<file path="src/rtl/dct_pkg.sv">
package dct_pkg;

	typedef enum logic [2:0] {
		ST_NO = 3'd0,
		ST_RQ = 3'd1,
		ST_RS = 3'd2,
		ST_PO = 3'd3,
		ST_OP = 3'd4,
		ST_CR = 3'd5,
		ST_CG = 3'd6,
		ST_TW = 3'd7
	} state_t;

	typedef enum logic [2:0] {
		V_ACCEPT  = 3'd0,
		V_IGNORE  = 3'd1,
		V_INVALID = 3'd2,
		V_KILL    = 3'd3,
		V_REFUSED = 3'd4
	} verdict_t;

	// Transition table codes: the eight states plus IGNORE and INVALID
	localparam logic [3:0] NX_NO = 4'd0;
	localparam logic [3:0] NX_RQ = 4'd1;
	localparam logic [3:0] NX_RS = 4'd2;
	localparam logic [3:0] NX_PO = 4'd3;
	localparam logic [3:0] NX_OP = 4'd4;
	localparam logic [3:0] NX_CR = 4'd5;
	localparam logic [3:0] NX_CG = 4'd6;
	localparam logic [3:0] NX_TW = 4'd7;
	localparam logic [3:0] NX_IG = 4'd8;
	localparam logic [3:0] NX_IV = 4'd9;

	localparam logic [3:0] TY_REQUEST  = 4'd0;
	localparam logic [3:0] TY_RESPONSE = 4'd1;
	localparam logic [3:0] TY_ACK      = 4'd3;
	localparam logic [3:0] TY_RESET    = 4'd7;
	localparam logic [3:0] TY_COUNT    = 4'd10;

	localparam int NUM_TMO = 7;

	// Configuration register indexes
	localparam logic [2:0] CFG_PICKUP   = 3'd0;
	localparam logic [2:0] CFG_TMO_RQ   = 3'd1;
	localparam logic [2:0] CFG_TMO_RS   = 3'd2;
	localparam logic [2:0] CFG_TMO_PO   = 3'd3;
	localparam logic [2:0] CFG_TMO_OP   = 3'd4;
	localparam logic [2:0] CFG_TMO_CR   = 3'd5;
	localparam logic [2:0] CFG_TMO_CG   = 3'd6;
	localparam logic [2:0] CFG_TMO_TW   = 3'd7;

	localparam logic [31:0] TMO_RESET [NUM_TMO] = '{
		32'd24000, 32'd48000, 32'd48000, 32'd4320000, 32'd6400, 32'd6400, 32'd24000
	};

	// [role][type][state], role 0 client, 1 server
	localparam logic [3:0] NS_TBL [2][10][8] = '{
		'{
			'{NX_RQ, NX_RQ, NX_RS, NX_IG, NX_IG, NX_IG, NX_IG, NX_RQ},
			'{NX_IV, NX_IG, NX_IG, NX_IG, NX_IG, NX_IG, NX_IG, NX_IV},
			'{NX_IV, NX_IV, NX_IV, NX_IV, NX_OP, NX_CR, NX_CG, NX_IV},
			'{NX_IV, NX_IV, NX_PO, NX_PO, NX_OP, NX_CR, NX_CG, NX_IV},
			'{NX_IV, NX_IV, NX_PO, NX_PO, NX_OP, NX_CR, NX_CG, NX_IV},
			'{NX_IV, NX_IV, NX_IV, NX_IV, NX_IV, NX_IV, NX_IV, NX_IV},
			'{NX_IV, NX_IV, NX_IV, NX_CG, NX_CG, NX_CG, NX_IV, NX_IV},
			'{NX_IV, NX_TW, NX_TW, NX_TW, NX_TW, NX_TW, NX_TW, NX_IG},
			'{NX_IG, NX_IG, NX_IG, NX_IG, NX_IG, NX_IG, NX_IG, NX_IG},
			'{NX_IG, NX_IG, NX_IG, NX_IG, NX_IG, NX_IG, NX_IG, NX_IG}
		},
		'{
			'{NX_IV, NX_IG, NX_IG, NX_IG, NX_IG, NX_IG, NX_IG, NX_RQ},
			'{NX_IV, NX_RS, NX_RS, NX_IG, NX_IG, NX_IG, NX_IG, NX_IV},
			'{NX_IV, NX_IV, NX_IV, NX_OP, NX_OP, NX_IV, NX_CG, NX_IV},
			'{NX_IV, NX_IV, NX_IV, NX_OP, NX_OP, NX_IV, NX_CG, NX_IV},
			'{NX_IV, NX_IV, NX_IV, NX_OP, NX_OP, NX_IV, NX_CG, NX_IV},
			'{NX_IV, NX_IV, NX_IV, NX_CR, NX_CR, NX_CR, NX_CR, NX_IV},
			'{NX_IV, NX_IV, NX_IV, NX_CG, NX_CG, NX_IV, NX_CG, NX_IV},
			'{NX_IV, NX_TW, NX_TW, NX_TW, NX_TW, NX_TW, NX_TW, NX_IG},
			'{NX_IG, NX_IG, NX_IG, NX_IG, NX_IG, NX_IG, NX_IG, NX_IG},
			'{NX_IG, NX_IG, NX_IG, NX_IG, NX_IG, NX_IG, NX_IG, NX_IG}
		}
	};

	typedef struct packed {
		logic        func;
		logic        direction;
		logic [3:0]  pkt_type;
		logic [47:0] seq_number;
		logic [47:0] ack_number;
		logic        reply_seen;
	} pkt_t;

	typedef struct packed {
		state_t      track;
		logic        orig_srv;
		logic [3:0]  prior_type;
		logic        prior_dir;
		logic [47:0] hs_seq;
		logic        assured;
	} trk_t;

	typedef struct packed {
		verdict_t    verdict;
		state_t      conn_state;
		logic        changed;
		logic        assured;
		logic [31:0] ticks;
	} res_t;

	localparam trk_t TRK_RESET = '{
		track:      ST_NO,
		orig_srv:   1'b0,
		prior_type: TY_REQUEST,
		prior_dir:  1'b0,
		hs_seq:     48'd0,
		assured:    1'b0
	};

	function automatic logic [3:0] ns_lookup(input logic role, input logic [3:0] ty,
			input logic [2:0] st);
		logic [3:0] r;
		r = NX_IV;
		if (ty < TY_COUNT) begin
			r = NS_TBL[role][ty][st];
		end
		return r;
	endfunction

endpackage

</file>
<file path="src/rtl/dccp_connection_tracker_unit.sv">
// A packet passes the input register, then the result register, before its result transfer.
// Throughput: one packet per cycle; the connection state updates as a packet moves
// from the input register into the result register, so the next packet sees it at once.
// A result held by out_ready low keeps stage 1 full and drops in_ready until it drains.
// Reset (arst_n low, asynchronous): tracker cleared to state none, client role,
// assured mark clear; pickup_midstream 1 and refresh timeouts at their defaults.
module dccp_connection_tracker_unit import dct_pkg::*; (
	input  logic        clk,
	input  logic        arst_n,
	// packet input channel
	input  logic        in_valid,
	output logic        in_ready,
	input  logic        func,
	input  logic        direction,
	input  logic [3:0]  pkt_type,
	input  logic [47:0] seq_number,
	input  logic [47:0] ack_number,
	input  logic        reply_seen,
	// result channel
	output logic        out_valid,
	input  logic        out_ready,
	output logic [2:0]  verdict,
	output logic [2:0]  conn_state,
	output logic        state_changed,
	output logic        assured,
	output logic [31:0] refresh_ticks,
	// configuration write port
	input  logic        cfg_we,
	input  logic [2:0]  cfg_index,
	input  logic [31:0] cfg_wdata
);

	// Input register stage
	logic        vld_s1;
	pkt_t        pkt_s1;
	// Result register
	logic        out_vld_q;
	res_t        res_q;
	// Connection state and configuration
	trk_t        trk_q;
	logic        pickup_q;
	logic [31:0] tmo_q [NUM_TMO];

	trk_t        trk_nxt;
	res_t        res_nxt;
	logic        adv;

	// The stage-1 packet moves into the result register whenever that register
	// is empty or is being drained in this cycle.
	assign adv      = vld_s1 && (!out_vld_q || out_ready);
	assign in_ready = !vld_s1 || adv;

	always_ff @(posedge clk or negedge arst_n) begin
		if (!arst_n) begin
			vld_s1    <= 1'b0;
			out_vld_q <= 1'b0;
		end else begin
			if (in_ready) begin
				vld_s1 <= in_valid;
			end
			if (adv) begin
				out_vld_q <= 1'b1;
			end else if (out_ready) begin
				out_vld_q <= 1'b0;
			end
		end
	end

	// Payload registers, no reset needed
	always_ff @(posedge clk) begin
		if (in_valid && in_ready) begin
			pkt_s1 <= '{
				func:       func,
				direction:  direction,
				pkt_type:   pkt_type,
				seq_number: seq_number,
				ack_number: ack_number,
				reply_seen: reply_seen
			};
		end
		if (adv) begin
			res_q <= res_nxt;
		end
	end

	// Connection state commits only when a packet transfers out of stage 1
	always_ff @(posedge clk or negedge arst_n) begin
		if (!arst_n) begin
			trk_q <= TRK_RESET;
		end else if (adv) begin
			trk_q <= trk_nxt;
		end
	end

	// Configuration registers; the user must write them only while no packet is in flight (not enforced here)
	always_ff @(posedge clk or negedge arst_n) begin
		if (!arst_n) begin
			pickup_q <= 1'b1;
			tmo_q    <= TMO_RESET;
		end else if (cfg_we) begin
			case (cfg_index)
				CFG_PICKUP: pickup_q  <= cfg_wdata[0];
				CFG_TMO_RQ: tmo_q[0]  <= cfg_wdata;
				CFG_TMO_RS: tmo_q[1]  <= cfg_wdata;
				CFG_TMO_PO: tmo_q[2]  <= cfg_wdata;
				CFG_TMO_OP: tmo_q[3]  <= cfg_wdata;
				CFG_TMO_CR: tmo_q[4]  <= cfg_wdata;
				CFG_TMO_CG: tmo_q[5]  <= cfg_wdata;
				CFG_TMO_TW: tmo_q[6]  <= cfg_wdata;
				default: ;
			endcase
		end
	end

	// Single-pass transition: table lookup plus the special-case rules
	dct_step u_step (
		.pkt     (pkt_s1),
		.trk     (trk_q),
		.pickup  (pickup_q),
		.tmo     (tmo_q),
		.trk_nxt (trk_nxt),
		.res     (res_nxt)
	);

	assign out_valid     = out_vld_q;
	assign verdict       = res_q.verdict;
	assign conn_state    = res_q.conn_state;
	assign state_changed = res_q.changed;
	assign assured       = res_q.assured;
	assign refresh_ticks = res_q.ticks;

	// Only an accepted packet may carry a refresh timeout
	assert property (@(posedge clk) disable iff (!arst_n)
		out_vld_q && res_q.verdict != V_ACCEPT |-> res_q.ticks == '0)
		else $error("refresh ticks on non-accept verdict");

	// A refused open never alters the tracked state
	assert property (@(posedge clk) disable iff (!arst_n)
		adv && res_nxt.verdict == V_REFUSED |=> trk_q == $past(trk_q))
		else $error("refused open changed tracker");

	// A kill leaves the tracker cleared
	assert property (@(posedge clk) disable iff (!arst_n)
		adv && res_nxt.verdict == V_KILL |=> trk_q.track == ST_NO && !trk_q.assured)
		else $error("kill did not clear tracker");

	// An accepted packet always lands in a real state
	assert property (@(posedge clk) disable iff (!arst_n)
		out_vld_q && res_q.verdict == V_ACCEPT |-> res_q.conn_state != ST_NO)
		else $error("accept into state none");

	// Reported state matches the stored state it produced
	assert property (@(posedge clk) disable iff (!arst_n)
		adv |=> res_q.conn_state == trk_q.track)
		else $error("result state differs from tracker");

endmodule

</file>
<file path="src/rtl/dct_step.sv">
module dct_step import dct_pkg::*; (
	input  pkt_t        pkt,
	input  trk_t        trk,
	input  logic        pickup,
	input  logic [31:0] tmo [NUM_TMO],
	output trk_t        trk_nxt,
	output res_t        res
);

	trk_t       base;
	logic [3:0] s0;
	logic [3:0] ns;
	logic [3:0] fin;
	logic       role;
	logic [2:0] tidx;
	verdict_t   vd;
	logic [31:0] ticks;

	always_comb begin
		base    = trk;
		trk_nxt = trk;
		vd      = V_INVALID;
		ticks   = '0;
		role    = 1'b0;
		ns      = NX_IV;
		fin     = NX_IV;
		tidx    = '0;
		s0      = ns_lookup(1'b0, pkt.pkt_type, 3'(ST_NO));

		if (pkt.pkt_type >= TY_COUNT) begin
			vd = V_INVALID;
		end else if (pkt.func && (s0 == NX_IV || (s0 != NX_RQ && !pickup))) begin
			vd = V_REFUSED;
		end else begin
			if (pkt.func) begin
				base = TRK_RESET;
			end
			if (pkt.pkt_type == TY_RESET && !pkt.reply_seen) begin
				trk_nxt = TRK_RESET;
				vd      = V_KILL;
			end else begin
				role    = base.orig_srv ^ pkt.direction;
				ns      = ns_lookup(role, pkt.pkt_type, 3'(base.track));
				fin     = ns;
				trk_nxt = base;
				vd      = V_ACCEPT;
				case (ns)
					NX_RQ: begin
						// re-request after TIMEWAIT from the other side swaps roles
						if (base.track == ST_TW && role) begin
							trk_nxt.orig_srv = ~base.orig_srv;
						end
					end
					NX_RS: begin
						if (base.track == ST_RQ) begin
							trk_nxt.hs_seq = pkt.seq_number;
						end
					end
					NX_PO: begin
						if (base.track == ST_RS && pkt.pkt_type == TY_ACK &&
								pkt.ack_number == base.hs_seq) begin
							trk_nxt.assured = 1'b1;
						end
					end
					NX_IG: begin
						// simultaneous open: response answering our own request
						if (base.prior_dir == ~pkt.direction && base.prior_type == TY_REQUEST &&
								pkt.pkt_type == TY_RESPONSE) begin
							trk_nxt.orig_srv = ~pkt.direction;
							trk_nxt.hs_seq   = pkt.seq_number;
							fin              = NX_RS;
						end else begin
							vd = V_IGNORE;
						end
					end
					NX_IV: begin
						vd = V_INVALID;
					end
					default: ;
				endcase
				if (vd != V_INVALID) begin
					trk_nxt.prior_dir  = pkt.direction;
					trk_nxt.prior_type = pkt.pkt_type;
				end
				if (vd == V_ACCEPT) begin
					trk_nxt.track = state_t'(fin[2:0]);
					if (trk_nxt.track != ST_NO) begin
						tidx  = 3'(trk_nxt.track) - 3'd1;
						ticks = tmo[tidx];
					end
				end
			end
		end

		res.verdict    = vd;
		res.conn_state = trk_nxt.track;
		res.changed    = (trk_nxt.track != trk.track);
		res.assured    = trk_nxt.assured;
		res.ticks      = ticks;
	end

endmodule
</file>
<file path="config.mk">
export PLATFORM = sky130hd
export DESIGN_NAME = dccp_connection_tracker_unit
export DESIGN_NICKNAME = d
export VERILOG_FILES = /design/src/rtl/dct_pkg.sv /design/src/rtl/dccp_connection_tracker_unit.sv /design/src/rtl/dct_step.sv
export SDC_FILE = /design/constraint.sdc
export NUM_CORES = 1
export LEC_CHECK = 0
export ABC_CLOCK_PERIOD_IN_PS = 5080
export BUFFER_PORTS_ARGS = -buffer_cell sky130_fd_sc_hd__buf_4
export CAP_MARGIN = 30
export CORE_MARGIN = 10
export CORE_UTILIZATION = 50
export CTS_CLUSTER_DIAMETER = 100
export DETAILED_ROUTE_END_ITERATION = 6
export GPL_TIMING_DRIVEN = 0
export MAX_ROUTING_LAYER = met4
export PLACE_DENSITY = 0.74
export SLEW_MARGIN = 5
export SYNTH_ARGS = -nofsm -noshare
export SYNTH_HDL_FRONTEND = slang
export SYNTH_SLANG_ARGS = --single-unit
export TNS_END_PERCENT = 30
</file>
<file path="constraint.sdc">
create_clock -name clk -period 5.08 [get_ports clk]
set_input_delay 0.254 -clock clk [delete_from_list [all_inputs] [get_ports clk]]
set_output_delay 0.254 -clock clk [all_outputs]
set_load 0.02 [all_outputs]
</file>
Yosys cells after proc, flatten, opt, wreduce, memory -nomap -nowiden --
Memories as Yosys holds them, arrays and structs flattened. Index checks and enable logic that the tools add are counted.
Word-level totals: memories kept 1, bits in registers 428, output and inout port bits 42, latch bits 0, word-level logic and storage cells 153, RAM bits 0, input port bits 143, ROM bits 512
Memories:
- (name not given) | words 16, width 32, rd ports 1, clocked after memory_dff 0, write ports 0, line dct_pkg.sv:124 | r = NS_TBL[role][ty][st];
Operators by class: multiplexer cells 49, reductions and logical operators 33, equal/unequal tests 24, shift-type cells 0, bitwise operators 11, magnitude comparators 6, add/sub/neg operators 1, divide/modulo/power cells 0, multipliers 0
Operators by type and width (number):
- 320-bit two-way mux | 3
- 58-bit two-way mux | 6
- 32-bit two-way mux | 6
- 32-bit binary-select mux with 4-bit select | 1
- 32-bit binary-select mux with 3-bit select | 1
- 48-bit two-way mux | 2
- 48-bit one-hot mux with 2 select lines | 1
- 48-bit == test | 1
- 3-bit two-way mux | 11
- 4-bit two-way mux | 7
- 2-bit AND reduction | 8
- 3-bit == test (second input constant) | 5
- 4-bit binary-select mux with 3-bit select | 1
- 4-bit by 2-bit == test with 1-bit output (second input constant) | 3
- 4-bit == test (second input constant) | 3
- 4-bit greater-or-equal comparator (second input constant) | 3
- 1-bit logical AND | 10
- 3-bit by 2-bit == test with 1-bit output (second input constant) | 3
- 4-bit by 1-bit == test with 1-bit output (second input constant) | 2
- 3-bit NOT with 4-bit output | 2
- 1-bit two-way mux | 7
- 3-bit by 1-bit == test with 1-bit output (second input constant) | 2
- 3-bit logical NOT | 2
- 1-bit NOT | 6
- 23 further kinds | 28

Longest topological paths before layout --
depth after elaboration 37, depth in mapped cells 18

Hierarchy --
From an unflattened synthesis, not the netlist that was laid out.
Second synthesis, totals: cell total of the unflattened synthesis 1423, area, all modules 19721.4 um2
Modules (own cells, without submodules):
- dccp_connection_tracker_unit | times used 1, cells an instance 758, area an instance 14995.6 um2
- dct_step | times used 1, cells an instance 665, area an instance 4725.8 um2

Worst setup path after synthesis --
Ideal clock, no wire load.
kind reg-to-reg, start point register trk_q[54] in the netlist's numbering, end point register res_q (netlist bit refresh_ticks[10]), data pin, path buffers 2, arrival 4215 ps, clock period less this slack 4355 ps, path slack 725 ps, data required time 4940 ps, cell stages (with the launch flop) 14, cell sequence dfrtp_1 > nor2b_2 > xnor2_1 > ha_1 > mux4_2 > a221oi_1 > o211ai_1 > or2_2 > a21oi_1 > ha_1 > buf_1 > clkbuf_1 > mux4_2 > nor2_1
On the way: word-level cells in the longest chain between the ends 28, elaborated cells on any way between the ends 39, those cells by class 1 x add/sub; 2 x eq/ne; 28 x mux; 5 x bitwise; 3 x reduce/logical
Ends and longest elaborated chain:
- start, declared | line dccp_connection_tracker_unit.sv:40 | trk_t trk_q;
- start signal, assigned | line dccp_connection_tracker_unit.sv:91 | trk_q <= trk_nxt;
- 58-bit two-way mux * | line dct_step.sv:35 | if (pkt.func) begin
- 58-bit two-way mux * | line dct_step.sv:32 | end else if (pkt.func && (s0 == NX_IV || (s0 != NX_RQ && !pickup))) begin
- 58-bit two-way mux * | line dct_step.sv:30 | if (pkt.pkt_type >= TY_COUNT) begin
- 1-bit XOR * | line dct_step.sv:42 | role = base.orig_srv ^ pkt.direction;
- 1-bit NOT with 2-bit output (implied by the code) * | line dct_pkg.sv:124
- 320-bit two-way mux (implied by the code) * (3 in series) | line dct_pkg.sv:124
- 32-bit binary-select mux with 4-bit select * | line dct_pkg.sv:124
- 32-bit two-way mux (implied by the code) * (2 in series) | line dct_pkg.sv:124
- [8 not listed]
- 3-bit two-way mux | line dct_step.sv:47 | case (ns)
- 3-bit two-way mux | line dct_step.sv:38 | if (pkt.pkt_type == TY_RESET && !pkt.reply_seen) begin
- 3-bit two-way mux | line dct_step.sv:32
- 3-bit two-way mux | line dct_step.sv:30
- 3-bit by 1-bit subtractor with 3-bit output | line dct_step.sv:88 | tidx = 3'(trk_nxt.track) - 3'd1;
- 3-bit NOT with 4-bit output (implied by the code) | line dct_step.sv:89 | ticks = tmo[tidx];
- 32-bit binary-select mux with 3-bit select | line dct_step.sv:89
- 32-bit two-way mux (implied by the code) (2 in series) | line dct_step.sv:89
- end signal, assigned | line dccp_connection_tracker_unit.sv:82 | res_q <= res_nxt;
- end, declared | line dccp_connection_tracker_unit.sv:38 | res_t res_q;
Mark *: on every way between the ends. The rest lies on a longest branch, timed or not. The select of a mux whose other input is x is not followed. A chain may end at the register's enable or synchronous reset.

Final worst setup path --
start point register pkt_s1[102] in the netlist's numbering, end point register res_q (netlist bit refresh_ticks[31]), data pin
On the way: word-level cells in the longest chain between the ends 28, elaborated cells on any way between the ends 46, those cells by class 1 x add/sub; 3 x eq/ne; 29 x mux; 6 x bitwise; 7 x reduce/logical
Ends and longest elaborated chain:
- start, declared | line dccp_connection_tracker_unit.sv:35 | pkt_t pkt_s1;
- start signal, assigned | line dccp_connection_tracker_unit.sv:72 | pkt_s1 <= '{
- 58-bit two-way mux | line dct_step.sv:35
- 58-bit two-way mux | line dct_step.sv:32
- 58-bit two-way mux | line dct_step.sv:30
- 1-bit XOR | line dct_step.sv:42
- 1-bit NOT with 2-bit output (implied by the code) | line dct_pkg.sv:124
- 320-bit two-way mux (implied by the code) (3 in series) | line dct_pkg.sv:124
- 32-bit binary-select mux with 4-bit select | line dct_pkg.sv:124
- 32-bit two-way mux (implied by the code) (2 in series) | line dct_pkg.sv:124
- [8 not listed]
- 3-bit two-way mux | line dct_step.sv:47
- 3-bit two-way mux | line dct_step.sv:38
- 3-bit two-way mux | line dct_step.sv:32
- 3-bit two-way mux | line dct_step.sv:30
- 3-bit by 1-bit subtractor with 3-bit output | line dct_step.sv:88
- 3-bit NOT with 4-bit output (implied by the code) | line dct_step.sv:89
- 32-bit binary-select mux with 3-bit select | line dct_step.sv:89
- 32-bit two-way mux (implied by the code) (2 in series) | line dct_step.sv:89
Several ways; a longest one is shown, not always the timed one. The select of a mux whose other input is x is not followed.

==> impl_results.md <==
* Yosys warns at 0
* Period utilization at about 96%
* Critical path capture point type: flip-flop
* Core area at approximately 0.038 mm^2
* Initial antenna violation count at 8
* Crit path time final at slightly below 5 ns
* Starting Density at about 51%
* First-pass GRT wire length at between 80000 and 90000 um
* # clock sinks at 428
* Initial DRC count at 1241
* Worst-Skew Late Latency at slightly below 0.6 ns
* Yosys top cell area share at a little under a third
* Routed wire per std cell at 23.7 um
* TritonCTS Buffers at 45
* Static Leakage at 0.00992 uW
* PortBufs at roughly 180
* Peak VDD IR at 0.000338 V
* Total gr overflow at 0
* Post-synthesis sequential area ratio at 60.3%
* Post-synth top cells: 242 x dfrtp_1, 226 x mux2_2, 143 x edfxtp_1
* Post-CTS setup buffer count at 0
* RSZ-0062 raised after global routing: no
* Vias in the first global route at about 14000
* Number of synthesized flops with an enable pin at between 100 and 150
* Final Skew at ~0.023 ns
* DRT Wirelength at around 54000 um
* Asr flop ratio synth at 66.6%
* Final Slew Violations at 0
* Worst Tran Pin Value at approximately 0.87 ns
* Layout cells sized above 1 at approximately a third
* Max Root-Sink Buffers at 3
* Nets at about 1900
* Fin. Hold Viols at 0
* Vias at approximately 13000
* GPL Wtd Cong at 0.898
* Chip width at ~220 um
* Post-synthesis sequential element count at around 430
* DP Wirelength at ~34000 um
* Final setup vio count at 0
* Pwr Total at roughly 9000 uW
* Gate Count Post-Synth at ~1300
* Area Growth Syn to Fin at 26.7%
* Hold Slack at ~0.20 ns
* CTS tree: yes
* Critical path type: reg2reg
* Finished Core Util at between 60% and 70%
* TNS Setup at 0 ns
* Most frequent cell after synthesis: dfrtp_1
* Slew margin rel. at between 40% and 50%
* Post-synth top area cell: dfrtp_1
* Io pins at roughly 190
* Status: complete, no violations
* Row cnt at between 70 and 80
* GRT Resource Usage Total at between 20% and 30%
* Startpoint types: flip-flop
* Clk slew on worst S/H paths at around 0.06 ns
* Largest cells by area after synthesis: dfrtp_1 32%, edfxtp_1 23%, mux2_2 13%
* DRC Markers at 0
* Commonest register cell after synthesis: dfrtp_1
* Filler instances at 2760
* CP arrival at a little over 5 ns
* Total Die Area at roughly 0.046 mm^2
* Syn nets at roughly 1500
* Largest net degree at the start of global routing at between 80 and 90
* Yosys cell types at 70
* Post-synthesis area per instance at 14.1 um^2
* Pre-antenna DRT Iters at 6
* Max Freq at about 0.21 GHz
* PwrDens at approximately 380 mW/mm^2
* CP Max Fanout at 10
* Req. time, crit path at between 5 and 6 ns
* Number of vias per cell at between 5 and 6
* Final ANT Viol Nets at 0
* Die Height at between 200 and 250 um
* Root Buffer: clkbuf_16
* Mapped cell area at between 0.015 and 0.02 mm^2
* Hold Path Class: in2async
* Max-cap violations at 0
* H-tree levels at 2
sequential cells by signal (all words and copies together), names as in the netlist:
name / flops
assured: 1
conn_state: 3
out_valid: 1
pickup_q: 1
pkt_s1: 103
refresh_ticks: 32
state_changed: 1
tmo_q: 224
trk_q: 58
verdict: 3
vld_s1: 1
metrics by stage:
stage	cells	setup WS [ns]	area, um^2
6_report	2274	0.226	24100
5_1_grt	2274	0.00549	24100
4_1_cts	2266	0.0237	24100
3_5_place_dp	2045	-0.540	21200
3_3_place_gp	2039	-0.691	21100
2_1_floorplan	1347	0.725	19100
timing repair:
item | in CTS | in global routing
endpoints found under the hold margin | 379 | 0
setup endpoints to repair | 30 | 30
hold buffers | 139 | 0
resized for setup | 8 | 11
layer usage:
layer	GRT usage (%)	routed length, um
met1	28.8	21400
met4	9.08	2100
met5	-	0
met2	38.2	26800
met3	4.56	3640
layout by cell type (no fill, tap or decap), types with 6 or more instances in the layout:
cell type        n
nand2b_1        15
nand2_1         76
inv_1           16
clkbuf_1        56
o21ai_0         16
nor3_1          22
nand4_1          7
clkbuf_16       46
dlygate4sd3_1  139
or3_1            6
edfxtp_1       143
diode_2          9
mux2i_1        100
nand3_1          7
nor2b_1          8
a22o_1          57
dfstp_2         43
ha_1             8
a21oi_1         16
buf_2           20
o32ai_1         15
a31oi_1         16
nor4_1           7
xnor2_1         16
nor2_1          81
mux4_2          33
dfrtp_1        242
mux2_2         226
clkbuf_8        10
buf_4          188
worst max-delay path, cell delays in order (launching register included):
cell and delay [ns]:
edfxtp_1 0.52, nor2b_2 0.35, xnor2_2 0.25, ha_1 0.29, inv_1 0.08, mux4_2 0.48
a221oi_1 0.41, o211ai_1 0.27, or2_2 0.36, a21oi_1 0.23, ha_1 0.19, ha_1 0.14
nor2_1 0.05, o31ai_1 0.23, clkbuf_1 0.54, nor2_1 0.18
cell families (layout without fill, tap and decap cells):
kind of cell / after synthesis / in the layout / synth area share (%)
adders and majority gates: 8 / 8 / 0.525
AOI/OAI and AO/OA: 174 / 174 / 7.10
buffers and inverters: 100 / 507 / 2.28
muxes: 359 / 359 / 22.5
other: 0 / 9 / 0
DFF: 428 / 428 / 60.3
xor gates and xnor gates: 22 / 22 / 1.01
and+or+nand+nor: 256 / 256 / 6.32
worst paths after layout:
path / start / endpoint / slack [ns] / cells past startpoint
setup / recovery: pkt_s1[102]$_DFFE_PP_ / refresh_ticks[31]$_SDFFCE_PP0P_ / 0.23 / 15
setup reg to reg: pkt_s1[102]$_DFFE_PP_ / refresh_ticks[31]$_SDFFCE_PP0P_ / 0.23 / 15
min in group clk: cfg_index[2] / tmo_q[96]$_DFFE_PN0P_ / 0.25 / 4
max in group asynchronous: arst_n / tmo_q[118]$_DFFE_PN1P_ / 3.73 / 4
hold reg to reg: pkt_s1[55]$_DFFE_PP_ / trk_q[7]$_DFFE_PN0P_ / 0.46 / 1
hold / removal: arst_n / tmo_q[102]$_DFFE_PN0P_ / 0.20 / 2
where the power goes:
group | leakage (uW) | internal [uW] | switching, uW | total [uW]
clock network | 0.000737 | 1980 | 1370 | 3350
registers | 0.00485 | 4130 | 254 | 4390
logic | 0.00433 | 805 | 669 | 1470
cell type report:
type	count	area, um^2	share of cell area, %
tap	511	639	2.65
inverter	20	75.1	0.311
clock buffer	71	1350	5.57
multi-input combinational	819	7150	29.6
clock inverter	11	159	0.658
antenna	9	22.5	0.0933
timing repair buffer	326	2890	12.0
buffer	79	372	1.54
sequential	428	11500	47.6
Note: power is estimated with default switching activity, not from simulation.
